$ cat config.mk
export PLATFORM = sky130hd
export DESIGN_NAME = ysc_chroma_corr
export DESIGN_NICKNAME = d
export VERILOG_FILES = /design/src/hdl/ysc_pkg.sv /design/src/hdl/ysc_chroma_corr.sv
export SDC_FILE = /design/constraint.sdc
export NUM_CORES = 2
export LEC_CHECK = 0
export BUFFER_PORTS_ARGS = -buffer_cell sky130_fd_sc_hd__buf_2
export CAP_MARGIN = 40
export CELL_PAD_IN_SITES_DETAIL_PLACEMENT = 0
export CELL_PAD_IN_SITES_GLOBAL_PLACEMENT = 1
export CORE_MARGIN = 2
export CORE_UTILIZATION = 30
export DETAILED_ROUTE_END_ITERATION = 12
export PLACE_DENSITY_LB_ADDON = 0.1
export SETUP_SLACK_MARGIN = 0.3
export SYNTH_ARGS = -nofsm -noshare
export SYNTH_HDL_FRONTEND = slang
export SYNTH_SLANG_ARGS = --single-unit
$ cat constraint.sdc
create_clock -name clk_i -period 19.1 [get_ports clk_i]
set_input_delay 1.91 -clock clk_i [delete_from_list [all_inputs] [get_ports clk_i]]
set_output_delay 1.91 -clock clk_i [all_outputs]
set_load 0.02 [all_outputs]
$ cat src/hdl/ysc_pkg.sv
// Shared types and fixed-point constants for the YCbCr elliptical skin classifier.
// No dependencies; used by every module of the block by scoped names.
`default_nettype none

package ysc_pkg;

  // Register stages from input capture to the output register
  localparam int NumStages = 10;

  // One bit per stage: load enable / valid flags
  typedef logic [NumStages-1:0] stage_vec_t;

  // Luma band where chroma passes unchanged, and clamp limits for correction
  localparam int LumaKl   = 125;
  localparam int LumaKh   = 188;
  localparam int LumaMin  = 16;
  localparam int LumaMax  = 235;

  // Cluster centres at the upper band edge (integer chroma)
  localparam int KcBlue   = 108;
  localparam int KcRed    = 154;

  // Cluster width constants, in hundredths
  localparam int W0Blue   = 4697;
  localparam int W0Red    = 3876;
  localparam int BaseBlueLo  = 2300;
  localparam int SlopeBlueLo = 2397;
  localparam int BaseBlueHi  = 1400;
  localparam int SlopeBlueHi = 3297;
  localparam int BaseRedLo   = 2000;
  localparam int SlopeRedLo  = 1876;
  localparam int BaseRedHi   = 1000;
  localparam int SlopeRedHi  = 2876;

  // Centre drift across each outer band (chroma units)
  localparam int DriftBlue   = 10;
  localparam int DriftRedLo  = 10;
  localparam int DriftRedHi  = 22;

  // Unity scale in Q2.14
  localparam int ScaleOneQ14 = 16384;

  // Band-edge centres in Q8 added back after scaling
  localparam logic signed [34:0] KcBlueQ8 = 35'sd27648;
  localparam logic signed [34:0] KcRedQ8  = 35'sd39424;

  // Signed Q9.8 saturation limits
  localparam logic signed [34:0] Q98Max   = 35'sd131071;
  localparam logic signed [34:0] Q98Min   = -35'sd131072;

  // Ellipse centre and offset in Q8
  localparam logic signed [18:0] EllCxQ8  = 19'sd28001;
  localparam logic signed [18:0] EllCyQ8  = 19'sd38917;
  localparam logic signed [19:0] EllOxQ8  = 20'sd410;
  localparam logic signed [19:0] EllOyQ8  = 20'sd617;

  // Rotation and inverse semi-axes in Q2.14
  localparam logic signed [15:0] CosQ14   = -16'sd13414;
  localparam logic signed [15:0] SinQ14   = 16'sd9407;
  localparam logic signed [12:0] InvAQ14  = 13'sd645;
  localparam logic signed [12:0] InvBQ14  = 13'sd1168;

  // Half LSB for round-half-up on a 14-bit shift
  localparam int RoundQ14 = 8192;

  // 1.0 in Q4.16
  localparam logic signed [36:0] OneQ16   = 37'sd65536;

endpackage

`default_nettype wire

$ cat src/hdl/ysc_chroma_corr.sv
// Luma-dependent chroma cluster correction: table lookup, scaling, saturation,
// and ellipse-centre shift. Stages 0..3. Depends on ysc_pkg.
`default_nettype none

module ysc_chroma_corr (
  input  wire logic                clk_i,
  input  wire ysc_pkg::stage_vec_t load_i,
  input  wire logic [7:0]          luma_i,
  input  wire logic [7:0]          blue_chroma_i,
  input  wire logic [7:0]          red_chroma_i,
  output logic signed [18:0]       db_o,
  output logic signed [18:0]       dr_o
);

  // Per-luma centre (Q8) and scale (Q2.14), worked out at elaboration.
  // Inside the pass band the scale is unity and the centre is the band-edge centre,
  // which leaves the chroma unchanged.
  logic [15:0] cen_b_tab [256];
  logic [15:0] cen_r_tab [256];
  logic [15:0] scl_b_tab [256];
  logic [15:0] scl_r_tab [256];

  for (genvar g = 0; g < 256; g++) begin : g_tab
    localparam longint YC  = (g < ysc_pkg::LumaMin) ? ysc_pkg::LumaMin :
                             ((g > ysc_pkg::LumaMax) ? ysc_pkg::LumaMax : g);
    localparam bit     MID = (g >= ysc_pkg::LumaKl) && (g <= ysc_pkg::LumaKh);
    localparam bit     LO  = YC < ysc_pkg::LumaKl;
    localparam longint DEN = LO ? (ysc_pkg::LumaKl - ysc_pkg::LumaMin)
                                : (ysc_pkg::LumaMax - ysc_pkg::LumaKh);
    localparam longint N   = LO ? (YC - ysc_pkg::LumaMin) : (ysc_pkg::LumaMax - YC);
    localparam longint D   = LO ? (ysc_pkg::LumaKl - YC) : (YC - ysc_pkg::LumaKh);
    localparam longint OFB = (D * ysc_pkg::DriftBlue * 512 + DEN) / (2 * DEN);
    localparam longint OFR = LO ? (D * ysc_pkg::DriftRedLo * 512 + DEN) / (2 * DEN)
                                : (D * ysc_pkg::DriftRedHi * 512 + DEN) / (2 * DEN);
    localparam longint KB  = ysc_pkg::KcBlue * 256;
    localparam longint KR  = ysc_pkg::KcRed * 256;
    localparam longint CB  = MID ? KB : (KB + OFB);
    localparam longint CR  = MID ? KR : (LO ? (KR - OFR) : (KR + OFR));
    localparam longint SPB = (LO ? ysc_pkg::BaseBlueLo : ysc_pkg::BaseBlueHi) * DEN
                           + N * (LO ? ysc_pkg::SlopeBlueLo : ysc_pkg::SlopeBlueHi);
    localparam longint SPR = (LO ? ysc_pkg::BaseRedLo : ysc_pkg::BaseRedHi) * DEN
                           + N * (LO ? ysc_pkg::SlopeRedLo : ysc_pkg::SlopeRedHi);
    localparam longint SB  = MID ? ysc_pkg::ScaleOneQ14 :
      (longint'(ysc_pkg::W0Blue) * 16384 * DEN * 2 + SPB) / (2 * SPB);
    localparam longint SR  = MID ? ysc_pkg::ScaleOneQ14 :
      (longint'(ysc_pkg::W0Red) * 16384 * DEN * 2 + SPR) / (2 * SPR);

    assign cen_b_tab[g] = 16'(CB);
    assign cen_r_tab[g] = 16'(CR);
    assign scl_b_tab[g] = 16'(SB);
    assign scl_r_tab[g] = 16'(SR);
  end

  // Stage 0: capture the pixel
  logic [7:0] luma_q, cb_q, cr_q;

  always_ff @(posedge clk_i) begin
    if (load_i[0]) begin
      luma_q <= luma_i;
      cb_q   <= blue_chroma_i;
      cr_q   <= red_chroma_i;
    end
  end

  // Stage 1: chroma minus luma-dependent centre, with scale
  logic signed [17:0] diff_b_d, diff_r_d, diff_b_q, diff_r_q;
  logic [15:0]        scl_b_q, scl_r_q;

  assign diff_b_d = $signed({2'b00, cb_q, 8'h00}) - $signed({2'b00, cen_b_tab[luma_q]});
  assign diff_r_d = $signed({2'b00, cr_q, 8'h00}) - $signed({2'b00, cen_r_tab[luma_q]});

  always_ff @(posedge clk_i) begin
    if (load_i[1]) begin
      diff_b_q <= diff_b_d;
      diff_r_q <= diff_r_d;
      scl_b_q  <= scl_b_tab[luma_q];
      scl_r_q  <= scl_r_tab[luma_q];
    end
  end

  // Stage 2: scale product
  logic signed [34:0] prod_b_d, prod_r_d, prod_b_q, prod_r_q;

  assign prod_b_d = diff_b_q * $signed({1'b0, scl_b_q});
  assign prod_r_d = diff_r_q * $signed({1'b0, scl_r_q});

  always_ff @(posedge clk_i) begin
    if (load_i[2]) begin
      prod_b_q <= prod_b_d;
      prod_r_q <= prod_r_d;
    end
  end

  // Stage 3: round, re-base, saturate to Q9.8, shift by ellipse centre
  logic signed [34:0] t_b, t_r;
  logic signed [17:0] sat_b, sat_r;
  logic signed [18:0] db_d, dr_d, db_q, dr_q;

  always_comb begin
    t_b = ((prod_b_q + 35'(ysc_pkg::RoundQ14)) >>> 14) + ysc_pkg::KcBlueQ8;
    t_r = ((prod_r_q + 35'(ysc_pkg::RoundQ14)) >>> 14) + ysc_pkg::KcRedQ8;

    if (t_b > ysc_pkg::Q98Max) begin
      sat_b = ysc_pkg::Q98Max[17:0];
    end else if (t_b < ysc_pkg::Q98Min) begin
      sat_b = ysc_pkg::Q98Min[17:0];
    end else begin
      sat_b = t_b[17:0];
    end

    if (t_r > ysc_pkg::Q98Max) begin
      sat_r = ysc_pkg::Q98Max[17:0];
    end else if (t_r < ysc_pkg::Q98Min) begin
      sat_r = ysc_pkg::Q98Min[17:0];
    end else begin
      sat_r = t_r[17:0];
    end

    db_d = 19'(sat_b) - ysc_pkg::EllCxQ8;
    dr_d = 19'(sat_r) - ysc_pkg::EllCyQ8;
  end

  always_ff @(posedge clk_i) begin
    if (load_i[3]) begin
      db_q <= db_d;
      dr_q <= dr_d;
    end
  end

  assign db_o = db_q;
  assign dr_o = dr_q;

endmodule

`default_nettype wire

==> results.json <==
{
  "worstHoldPathType": "flip-flop to flip-flop",
  "htreeDepth": 4,
  "ys_async_sr_fraction_pct": 0,
  "synth_edf_count": 170,
  "clk_path_buf_depth": 2,
  "crit_path_max_fanout": 17,
  "first_global_vias": 32000,
  "hold_viol_final": 0,
  "synth_top_flop_cell": "edfxtp_1",
  "ios": 73,
  "syn_nets": 5130,
  "core_area_sq_um": 121000,
  "grt-busiest-layer": "met2",
  "rr_startpoint": "scl_b_q[5]",
  "rows": 128,
  "ys_seq_area_share_pct": 13.9,
  "yosysTopAreaCellShare_pct": 30.7,
  "clk_latency_ns": 0.55,
  "holdPathStages": 1,
  "start_util_pct": 30.1,
  "overflow": 0,
  "totalWireLength_um": 139000,
  "use_met3_pct": 3.39,
  "finalSetupViolations": 0,
  "area_delta_synth_final_pct": 7.53,
  "ff2ff_setup_slack_ns": 11.24,
  "worst_pin_slew_ns": 0.947,
  "setup-tns-final_ns": 0,
  "r2r_end": "prod_b_q[33]",
  "critPathLaunchType": "flip-flop",
  "ctsResizeCount": 0,
  "final_cell_mix": "inv_1, fa_1, nand2_1",
  "io_buffers": 66,
  "die-area_sq_um": 125000,
  "die_h_um": 353,
  "drc_errors": 0,
  "drt-initial-drc-count": 2987,
  "synth.distinct_cells": 96,
  "path_class": "flip-flop to flip-flop",
  "syn_inst": 4286,
  "holdBufCountCts": 0,
  "use_met1_pct": 31.7,
  "worstPathRequired_ns": 19.35,
  "fmax_ghz": 0.127,
  "post-cts-setup-buffers": 0,
  "cp.arrival_ns": 8.10,
  "antenna_found_initial": 4,
  "drive_gt1_share_pct": 5.47,
  "drt_pass1_iterations": 6,
  "slew_violations": 0,
  "slew_headroom_pct": 36.9,
  "use_met2_pct": 35.4,
  "final_common_cell": "inv_1",
  "hold_path_end": "diff_b_q[15]",
  "synth_warnings": 0,
  "clock-sinks": 170,
  "die_w_um": 353,
  "ys_top_cells_by_area": "fa_1, edfxtp_1, ha_1",
  "place_hpwl_um": 104000,
  "period_needed_ns": 7.86,
  "cts_tree": "done",
  "cap_viol_max_count": 0,
  "synth-seq-cells": 170,
  "critPathCaptureType": "flip-flop",
  "syn-cell-area_sq_um": 36600,
  "wl_per_cell_um": 23.8,
  "grt_max_degree": 104,
  "rsz0062_at_grt": "no",
  "crit_start": "scl_b_q[5]",
  "design_area_sq_um": 39400,
  "root_buffer": "clkbuf_16",
  "reg2regPathDepth": 23,
  "numCtsBuffers": 17,
  "fin_nets": 5052,
  "grt_pass1_wl_um": 213000,
  "period_share_pct": 41.1,
  "track_usage_pct": 22.7,
  "place_area_sq_um": 38700,
  "ant_nets": 0,
  "fin_skew_ns": 0.0399,
  "outcome": "complete, no violations",
  "vias": 30900,
  "gp_congestion": 0.960,
  "clk_pin_slew_worst_paths_ns": 0.08,
  "via_per_inst": 5.29,
  "worstHoldStart": "cb_q[7]",
  "yosysTopAreaCell": "fa_1",
  "syn_avg_cell_area_sq_um": 8.54
}
-- stage by stage --
step / utilization [%] / setup slack [ns] / std cells / hold WS [ns]
finish: 32.4 / 11.24 / 5848 / 0.594
floorplan: - / 12.34 / 4286 / 0.564
global placement: 31.8 / 11.16 / 5806 / 0.585
global route: 32.4 / 10.76 / 5846 / 0.601
CTS: 32.4 / 11.14 / 5846 / 0.598
detailed placement: 31.9 / 11.17 / 5814 / 0.585
-- Yosys cell counts (46+ instances only) --
cell and count:
nand2_1 527, nand3_1 82, xnor2_1 90, xor2_1 46, a31oi_1 46, clkbuf_1 187, ha_1 248, nor2_1 206
fa_1 561, o21ai_0 198, nor3_1 83, inv_1 740, a21oi_1 182, and2_1 238, edfxtp_1 170
-- per-layer routing --
metal	wire length [um]	up-vias
li1	-	13900
met1	62500	15600
met2	62100	1155
met3	9180	255
met4	5390	4
met5	26	-
-- sequential cells by signal (all words and copies together), names as in the netlist --
| register | cells |
|---|---|
| scl_b_q | 16 |
| cb_q | 8 |
| diff_b_q | 17 |
| cr_q | 8 |
| prod_r_q | 21 |
| diff_r_q | 17 |
| dr_o | 19 |
| luma_q | 8 |
| db_o | 19 |
| prod_b_q | 21 |
| scl_r_q | 16 |
-- cell families (layout without fill, tap and decap cells) --
| kind of cell | count (synthesis) | after routing | share of synthesized area [%] |
|---|---|---|---|
| fa+ha+maj | 809 | 809 | 39.2 |
| other cells | 0 | 2 | 0 |
| compound gates | 842 | 842 | 15.4 |
| buf+inv | 986 | 921 | 10.2 |
| simple gates | 1322 | 1322 | 17.3 |
| flops | 170 | 170 | 13.9 |
| xor+xnor | 136 | 136 | 3.25 |
| mux | 21 | 21 | 0.704 |
-- critical path, stage by stage, from the launching register on --
cell,delay [ns]
edfxtp_1,0.87
nand2_1,0.18
fa_1,0.57
inv_1,0.05
fa_1,0.47
inv_1,0.05
fa_1,0.49
inv_1,0.05
fa_1,0.52
fa_1,0.49
inv_1,0.05
fa_1,0.47
inv_1,0.04
ha_1,0.32
a21o_1,0.20
a21o_1,0.18
a21oi_1,0.17
o21ai_0,0.23
o31ai_1,0.56
o21ai_1,0.22
o41ai_1,0.60
nor2_1,0.11
a2111oi_1,0.45
xnor2_1,0.20
-- worst max-delay path by stage --
stage                        end  slack [ns]
finish              prod_b_q[33]       11.24
global route        prod_b_q[33]       10.76
CTS                 prod_b_q[33]       11.14
detailed placement  prod_b_q[33]       11.17
global placement    prod_b_q[33]       11.16
floorplan           prod_b_q[33]       12.34
-- area by class of cell --
type	instances	area, sq um
fill	13100	82000
multi-input combinational	3130	27800
sequential	170	5100
inverter	742	2790
tap	1625	2030
timing repair buffer	147	1030
clock buffer	17	425
clock inverter	15	211
antenna	2	5.00
Power is left out: the tool's default activity adds up to more than one toggle a clock period on the data nets, which glitch-free logic cannot reach.
