==> config.mk <==
export PLATFORM = sky130hd
export DESIGN_NAME = ysc_pipe_ctrl
export DESIGN_NICKNAME = d
export VERILOG_FILES = /design/src/hdl/ysc_pkg.sv /design/src/hdl/ysc_pipe_ctrl.sv
export SDC_FILE = /design/constraint.sdc
export NUM_CORES = 1
export LEC_CHECK = 0
export BUFFER_PORTS_ARGS = -buffer_cell sky130_fd_sc_hd__clkbuf_2
export CORE_AREA = 2 2 39 41
export CTS_BUF_LIST = sky130_fd_sc_hd__clkbuf_16
export CTS_CLUSTER_DIAMETER = 40
export DETAILED_ROUTE_END_ITERATION = 16
export DIE_AREA = 0 0 41 43
export PLACE_DENSITY = 0.63
export SLEW_MARGIN = 0
export SYNTH_ARGS = -nofsm -noshare
export SYNTH_HDL_FRONTEND = slang
export SYNTH_SLANG_ARGS = --single-unit
==> constraint.sdc <==
create_clock -name clk_i -period 1.6 [get_ports clk_i]
set_input_delay 0.16 -clock clk_i [delete_from_list [all_inputs] [get_ports clk_i]]
set_output_delay 0.16 -clock clk_i [all_outputs]
set_load 0.05 [all_outputs]
==> src/hdl/ysc_pkg.sv <==
// Shared types and fixed-point constants for the YCbCr elliptical skin classifier.
// No dependencies; used by every module of the block by scoped names.
`default_nettype none

package ysc_pkg;

  // Register stages from input capture to the output register
  localparam int NumStages = 10;

  // One bit per stage: load enable / valid flags
  typedef logic [NumStages-1:0] stage_vec_t;

  // Luma band where chroma passes unchanged, and clamp limits for correction
  localparam int LumaKl   = 125;
  localparam int LumaKh   = 188;
  localparam int LumaMin  = 16;
  localparam int LumaMax  = 235;

  // Cluster centres at the upper band edge (integer chroma)
  localparam int KcBlue   = 108;
  localparam int KcRed    = 154;

  // Cluster width constants, in hundredths
  localparam int W0Blue   = 4697;
  localparam int W0Red    = 3876;
  localparam int BaseBlueLo  = 2300;
  localparam int SlopeBlueLo = 2397;
  localparam int BaseBlueHi  = 1400;
  localparam int SlopeBlueHi = 3297;
  localparam int BaseRedLo   = 2000;
  localparam int SlopeRedLo  = 1876;
  localparam int BaseRedHi   = 1000;
  localparam int SlopeRedHi  = 2876;

  // Centre drift across each outer band (chroma units)
  localparam int DriftBlue   = 10;
  localparam int DriftRedLo  = 10;
  localparam int DriftRedHi  = 22;

  // Unity scale in Q2.14
  localparam int ScaleOneQ14 = 16384;

  // Band-edge centres in Q8 added back after scaling
  localparam logic signed [34:0] KcBlueQ8 = 35'sd27648;
  localparam logic signed [34:0] KcRedQ8  = 35'sd39424;

  // Signed Q9.8 saturation limits
  localparam logic signed [34:0] Q98Max   = 35'sd131071;
  localparam logic signed [34:0] Q98Min   = -35'sd131072;

  // Ellipse centre and offset in Q8
  localparam logic signed [18:0] EllCxQ8  = 19'sd28001;
  localparam logic signed [18:0] EllCyQ8  = 19'sd38917;
  localparam logic signed [19:0] EllOxQ8  = 20'sd410;
  localparam logic signed [19:0] EllOyQ8  = 20'sd617;

  // Rotation and inverse semi-axes in Q2.14
  localparam logic signed [15:0] CosQ14   = -16'sd13414;
  localparam logic signed [15:0] SinQ14   = 16'sd9407;
  localparam logic signed [12:0] InvAQ14  = 13'sd645;
  localparam logic signed [12:0] InvBQ14  = 13'sd1168;

  // Half LSB for round-half-up on a 14-bit shift
  localparam int RoundQ14 = 8192;

  // 1.0 in Q4.16
  localparam logic signed [36:0] OneQ16   = 37'sd65536;

endpackage

`default_nettype wire

==> src/hdl/ysc_pipe_ctrl.sv <==
// Valid bits and per-stage ready chain for the classifier pipeline.
// Depends on ysc_pkg for the stage count and stage vector type.
`default_nettype none

module ysc_pipe_ctrl (
  input  wire logic              clk_i,
  input  wire logic              rst_ni,
  input  wire logic              in_valid_i,
  output logic                   in_ready_o,
  output logic                   out_valid_o,
  input  wire logic              out_ready_i,
  output ysc_pkg::stage_vec_t    load_o
);

  localparam int Ns = ysc_pkg::NumStages;

  ysc_pkg::stage_vec_t valid_q, valid_d;
  logic [Ns:0]         ready;

  // A stage may load when it is empty or its contents move on this cycle
  always_comb begin
    ready[Ns] = out_ready_i;
    for (int k = Ns - 1; k >= 0; k--) begin
      ready[k] = !valid_q[k] || ready[k+1];
    end
  end

  always_comb begin
    valid_d = valid_q;
    if (ready[0]) begin
      valid_d[0] = in_valid_i;
    end
    for (int k = 1; k < Ns; k++) begin
      if (ready[k]) begin
        valid_d[k] = valid_q[k-1];
      end
    end
  end

  always_ff @(posedge clk_i or negedge rst_ni) begin
    if (!rst_ni) begin
      valid_q <= '0;
    end else begin
      valid_q <= valid_d;
    end
  end

  assign load_o      = ready[Ns-1:0];
  assign in_ready_o  = ready[0];
  assign out_valid_o = valid_q[Ns-1];

  // Input side only stalls when every stage holds an item and the output is held
  a_stall_only_full: assert property (@(posedge clk_i) disable iff (!rst_ni)
    !in_ready_o |-> (&valid_q) && !out_ready_i)
    else $error("input stalled with a bubble in the pipeline");

  // An accepted transfer lands in the first stage
  a_accept_lands: assert property (@(posedge clk_i) disable iff (!rst_ni)
    in_valid_i && in_ready_o |=> valid_q[0])
    else $error("accepted transfer lost at pipeline entry");

  // A taken result is replaced by the item behind it
  a_refill: assert property (@(posedge clk_i) disable iff (!rst_ni)
    valid_q[Ns-1] && out_ready_i && valid_q[Ns-2] |=> valid_q[Ns-1])
    else $error("item dropped between last two stages");

endmodule

`default_nettype wire

==> impl_metrics.csv, run 1 <==
group,metric,value,unit
pwr,p_comb_frac,0.315,
layout,fillers,136,
layout,mostFrequentLayoutCells,"clkbuf_2 (15), dfrtp_1 (9), nand2b_1 (3), clkbuf_16 (3), buf_4 (3)",
die,row_count,14,
layout,fin_cells,72,
synth,synth_xor_area_frac,0,
pwr,total_power,1.10,mW
critical_path,criticalPathCategory,"flop to output pin",
routing,drt_iter0_drc,9,
synth,synthMuxAreaShare,0,
layout,seq_area,251,µm²
layout,antenna_cells,0,
clocking,cts_tree,"done",
synth,synth_nets,41,
routing,drc,0,
clocking,cts_setup_buffers,0,
global_route,grt_max_degree,15,
sta,fin_skew,0.00138,ns
routing,wl_per_cell,11.7,µm
die,io_pins,16,
pwr,clock_power_share,0.392,
sta,finalHoldViolCount,0,
clocking,clkTransAtPathRegs,0.04,ns
synth,seq_area_frac_synth,0.556,
sta,tightest_slew,0.281,ns
synth,ys_ff_latch,10,
clocking,numCtsBuffers,3,
sta,fin_ws,0.103,ns
critical_path,cp-end-kind,"output pin",
layout,reg_top3,"valid_q: 10 flops",
critical_path,startpoint_type,"flop",
routing,num_vias,359,
sta,min_period_over_period,0.936,
pwr,leakage,0.287,nW
critical_path,cp.required,1.44,ns
pwr,irDropWorstVdd,0.619,mV
sta,period_needed,1.50,ns
clocking,cts_htree_levels,1,
routing,via_per_inst,4.99,
clocking,clock_latency,0.23,ns
routing,drt_first_pass_iters,2,
synth,synth_compound_area_frac,0.139,
synth,synth_top_family_by_area,"simple AND/OR/NAND/NOR gates",
clocking,clockRootBuffer,"clkbuf_16",
global_route,antenna_found_initial,0,
synth,synthSimpleGateAreaFrac,0.206,
sta,setup_viol,0,
synth,synth.avg_cell_area,12.2,µm²
synth,synth_area,450,µm²
layout,multi_input_area,173,µm²
global_route,grt_overflow_total,0,
sta,fmax,668,MHz
pwr,seqPwrFrac,0.293,
synth,ys_warn_count,0,
clocking,clock_path_buffers,2,
layout,largest_reg_flops,10,
run,max-cap-violations,0,
placed_design,dpl.cell_count,67,
critical_path,arrival,1.34,ns
global_route,grtUsageTotal,0.117,
critical_path,crit_fanout,8,
placed_design,dpl.hpwl,591,µm
global_route,grt_pass1_wl,1.35,mm
sta,maxSlewHeadroom,0.813,
placed_design,dp_slack,0.122,ns
run_status,status,"complete, no violations",
routing,drtAntennaViolNets,0,
pwr,switching_share,0.340,
synth,synth.distinct_cells,18,
sta,rsz0062_at_grt,"no",
layout,layout_commonest_cell,"clkbuf_2",
layout,syn_to_final_growth,40.8,%
die,fp.dieW,41,µm
placed_design,port-buffer-count,15,
placed_design,gp_congestion,0.632,
die,die-area,0.00176,mm²
clocking,cts.sinks,10,
synth,synth-adder-area-share,0,
die,initial_core_util,0.325,
pwr,switchingPower,0.375,mW
pwr,p_int,0.728,mW
routing,wl,839,µm
layout,drive_gt1_frac,0.500,
pwr,powerDensity,1740,mW/mm²
layout,regMostFlops,"valid_q",
global_route,grt_pass1_vias,320,
die,fp.dieH,43,µm
layout,postLayoutCoreUtil,0.458,
worst_hold_path,hold_class,"input port to flop",
layout,nets,61,
sta,finalMaxSlewViolations,0,
synth,synth_cells,37,
die,coreArea,0.00138,mm²
power groups by stage:
stage          Combinational, mW  Clock, mW  Sequential (mW)
2_1_floorplan              0.266          0            0.339
3_3_place_gp               0.339          0            0.323
3_5_place_dp               0.342          0            0.324
4_1_cts                    0.346      0.444            0.321
5_1_grt                    0.372      0.458            0.329
6_report                   0.348      0.432            0.323
critical path, stage by stage, from the launching register on:
cell and delay (ns):
dfrtp_1 0.38, and4_2 0.36, nand4_1 0.11, clkbuf_2 0.25
Yosys cell counts:
cell,n,share of area
or2_1,1,0.014
nand3b_1,1,0.017
nand2b_1,3,0.042
nand4_1,2,0.028
inv_1,1,0.0083
dfrtp_1,10,0.56
buf_6,3,0.075
nand2_1,2,0.017
and4_1,1,0.019
a41o_1,1,0.022
and3_1,1,0.014
a21o_1,2,0.033
a31o_2,2,0.039
a31o_1,1,0.019
and4b_1,1,0.022
a41o_2,1,0.025
nand3_1,3,0.033
buf_4,1,0.017
stage by stage:
| step | hold WS (ns) | area [µm²] | setup TNS [ns] |
|---|---|---|---|
| after floorplan | -0.136 | 464 | -0.0874 |
| after global placement | 0.0382 | 541 | 0 |
| after detailed placement | 0.0358 | 541 | 0 |
| after CTS | 0.114 | 631 | 0 |
| after global routing | 0.135 | 634 | 0 |
| final | 0.117 | 634 | 0 |
timing repair:
action,4_1_cts,5_1_grt
endpoints found under the hold margin,10,0
hold buffers,1,0
gates resized for setup,1,2
setup endpoints to repair,9,5
layout make-up:
class,count,area share
flip-flops and latches,10,0.396
multi-input cells,22,0.272
repair buffers,19,0.170
clock buffers,3,0.118
well taps,16,0.0316
clock inverters,1,0.00592
inverters,1,0.00592
cell families after synthesis:
kind of cell,Yosys count
AOI/OAI and AO/OA,7
buffers and inverters,5
and+or+nand+nor,15
DFF,10
worst paths after layout:
check | startpoint | endpoint | slack, ns | depth (start not counted)
setup / recovery | valid_q[4] | load_o[1] | 0.10 | 3
hold / removal | in_valid_i | valid_q[0] | 0.12 | 2
setup reg to reg | valid_q[9] | valid_q[1] | 0.44 | 3
hold reg to reg | valid_q[0] | valid_q[1] | 0.46 | 1
max in group asynchronous | rst_ni | valid_q[9] | 1.06 | 2
min in group asynchronous | rst_ni | valid_q[6] | 0.32 | 2
layer usage:
layer  global-route usage  wire length (µm)
met5                    0                 0
met4                0.100                24
met3               0.0314                53
met2                0.147               349
met1                0.160               412
Power figures use the tool's default switching activity.
==> run 2: changes to the inputs <==
--- a/config.mk
+++ b/config.mk
@@ -5,13 +5,13 @@
 export SDC_FILE = /design/constraint.sdc
 export NUM_CORES = 1
 export LEC_CHECK = 0
-export BUFFER_PORTS_ARGS = -buffer_cell sky130_fd_sc_hd__clkbuf_2
 export CORE_AREA = 2 2 39 41
 export CTS_BUF_LIST = sky130_fd_sc_hd__clkbuf_16
 export CTS_CLUSTER_DIAMETER = 40
 export DETAILED_ROUTE_END_ITERATION = 16
 export DIE_AREA = 0 0 41 43
-export PLACE_DENSITY = 0.63
+export DONT_BUFFER_PORTS = 1
+export PLACE_DENSITY = 0.53
 export SLEW_MARGIN = 0
 export SYNTH_ARGS = -nofsm -noshare
 export SYNTH_HDL_FRONTEND = slang
==> run 2 against run 1 <==
  * Routed wire length grew 8.7%
  * Total power is essentially flat
  * Non-clock buffer count shrank 6
  * Critical path depth grew 1
  * Sequential power grew 6%
  * Design area grew 0.39%
  * Highest routed layer unchanged
==> impl_metrics.csv, run 2 (synthesis gave the netlist of run 1 again) <==
group,metric,value,unit
run_status,status,"complete, no violations",
critical_path,cp-end-kind,"output pin",
die,initial_core_util,0.325,
worst_hold_path,hold_class,"input port to flop",
sta,fmax,673,MHz
routing,wl_per_cell,13.8,µm
global_route,grt_max_degree,17,
layout,drive_gt1_frac,0.420,
die,die-area,0.00176,mm²
critical_path,startpoint_type,"flop",
die,io_pins,16,
layout,mostFrequentLayoutCells,"buf_4 (11), dfrtp_1 (9), nand2b_1 (3), clkbuf_16 (3)",
sta,rsz0062_at_grt,"no",
clocking,numCtsBuffers,3,
pwr,powerDensity,1730,mW/mm²
clocking,clock_latency,0.23,ns
layout,fillers,141,
routing,num_vias,335,
critical_path,crit_fanout,16,
routing,via_per_inst,5.08,
clocking,cts_htree_levels,1,
sta,setup_viol,0,
global_route,antenna_found_initial,0,
routing,drtAntennaViolNets,0,
sta,min_period_over_period,0.928,
placed_design,gp_congestion,0.629,
sta,fin_skew,0.000494,ns
layout,syn_to_final_growth,41.4,%
clocking,clock_path_buffers,2,
global_route,grtUsageTotal,0.135,
sta,fin_setup_tns,0,ns
clocking,clkTransAtPathRegs,0.04,ns
global_route,grt_overflow_total,0,
critical_path,arrival,1.33,ns
global_route,grt_pass1_vias,339,
layout,antenna_cells,0,
die,coreArea,0.00138,mm²
critical_path,cp.required,1.44,ns
clocking,cts_setup_buffers,0,
critical_path,criticalPathCategory,"flop to output pin",
clocking,cts.sinks,10,
placed_design,dpl.hpwl,690,µm
die,row_count,14,
routing,drc,0,
sta,maxSlewHeadroom,0.702,
layout,fin_cells,66,
sta,finalMaxSlewViolations,0,
placed_design,port-buffer-count,0,
routing,drt_first_pass_iters,3,
placed_design,dpl.cell_count,61,
layout,layout_commonest_cell,"buf_4",
sta,finalHoldViolCount,0,
pwr,irDropWorstVdd,0.659,mV
layout,reg_top3,"valid_q: 10 flops",
clocking,cts_tree,"done",
sta,tightest_slew,0.446,ns
layout,nets,55,
routing,wl,912,µm
pwr,total_power,1.10,mW
global_route,grt_pass1_wl,1.49,mm
clocking,clockRootBuffer,"clkbuf_16",
layout,regMostFlops,"valid_q",
routing,drt_iter0_drc,8,
run,max-cap-violations,0,
die,fp.dieW,41,µm
layout,largest_reg_flops,10,
sta,period_needed,1.49,ns
pwr,leakage,0.276,nW
die,fp.dieH,43,µm
[run 2: critical path, cell delays in order (launching register included)]
cell,delay [ns]
dfrtp_1,0.36
and4b_1,0.21
buf_4,0.20
nand4_1,0.12
buf_4,0.21
[run 2: final timing paths]
check                             endpoint  slack [ns]  cells after the start  startpoint
worst min-delay path            valid_q[0]        0.03                      1  in_valid_i
worst max-delay path             load_o[4]        0.11                      4  valid_q[8]
min in group asynchronous       valid_q[8]        0.31                      1      rst_ni
worst max register to register  valid_q[4]        0.43                      3  valid_q[8]
max in group asynchronous       valid_q[9]        0.96                      1      rst_ni
worst min register to register  valid_q[1]        0.46                      1  valid_q[0]
[run 2: power by group]
| part | switching, mW | internal, mW |
|---|---|---|
| Clock | 0.106 | 0.326 |
| Sequential | 0.0452 | 0.295 |
| Combinational | 0.222 | 0.109 |
[run 2: area by class of cell]
type / count / area (µm²) / share of cell area
inverter: 1 / 3.75 / 0.00589
clock inverter: 1 / 3.75 / 0.00589
tap: 16 / 20.0 / 0.0314
multi-input combinational: 22 / 170 / 0.267
timing repair buffer: 13 / 113 / 0.177
clock buffer: 3 / 75.1 / 0.118
sequential: 10 / 251 / 0.395
[run 2: stage by stage]
stage / hold WS, ns / setup WS [ns] / area [µm²] / utilization
after floorplan: -0.136 / -0.0455 / 464 / -
after global placement: -0.135 / 0.314 / 546 / 0.394
after detailed placement: -0.135 / 0.266 / 546 / 0.394
after CTS: 0.0316 / 0.00411 / 634 / 0.458
after global routing: 0.0407 / 0.0219 / 637 / 0.460
final: 0.0333 / 0.114 / 637 / 0.460
[run 2: metal layers]
metal  part of all wire  global-route usage  vias to the layer above
met3              0.071              0.0314                        4
met5                  0                   0                        -
met2               0.55               0.203                       13
met4              0.025               0.100                        0
li1                   -                   -                      159
met1               0.35               0.157                      159
[run 2: what timing repair did]
action,in CTS,in global routing
endpoints found under the hold margin,10,0
setup endpoints to repair,0,5
resized for setup,0,2
hold buffers,1,0
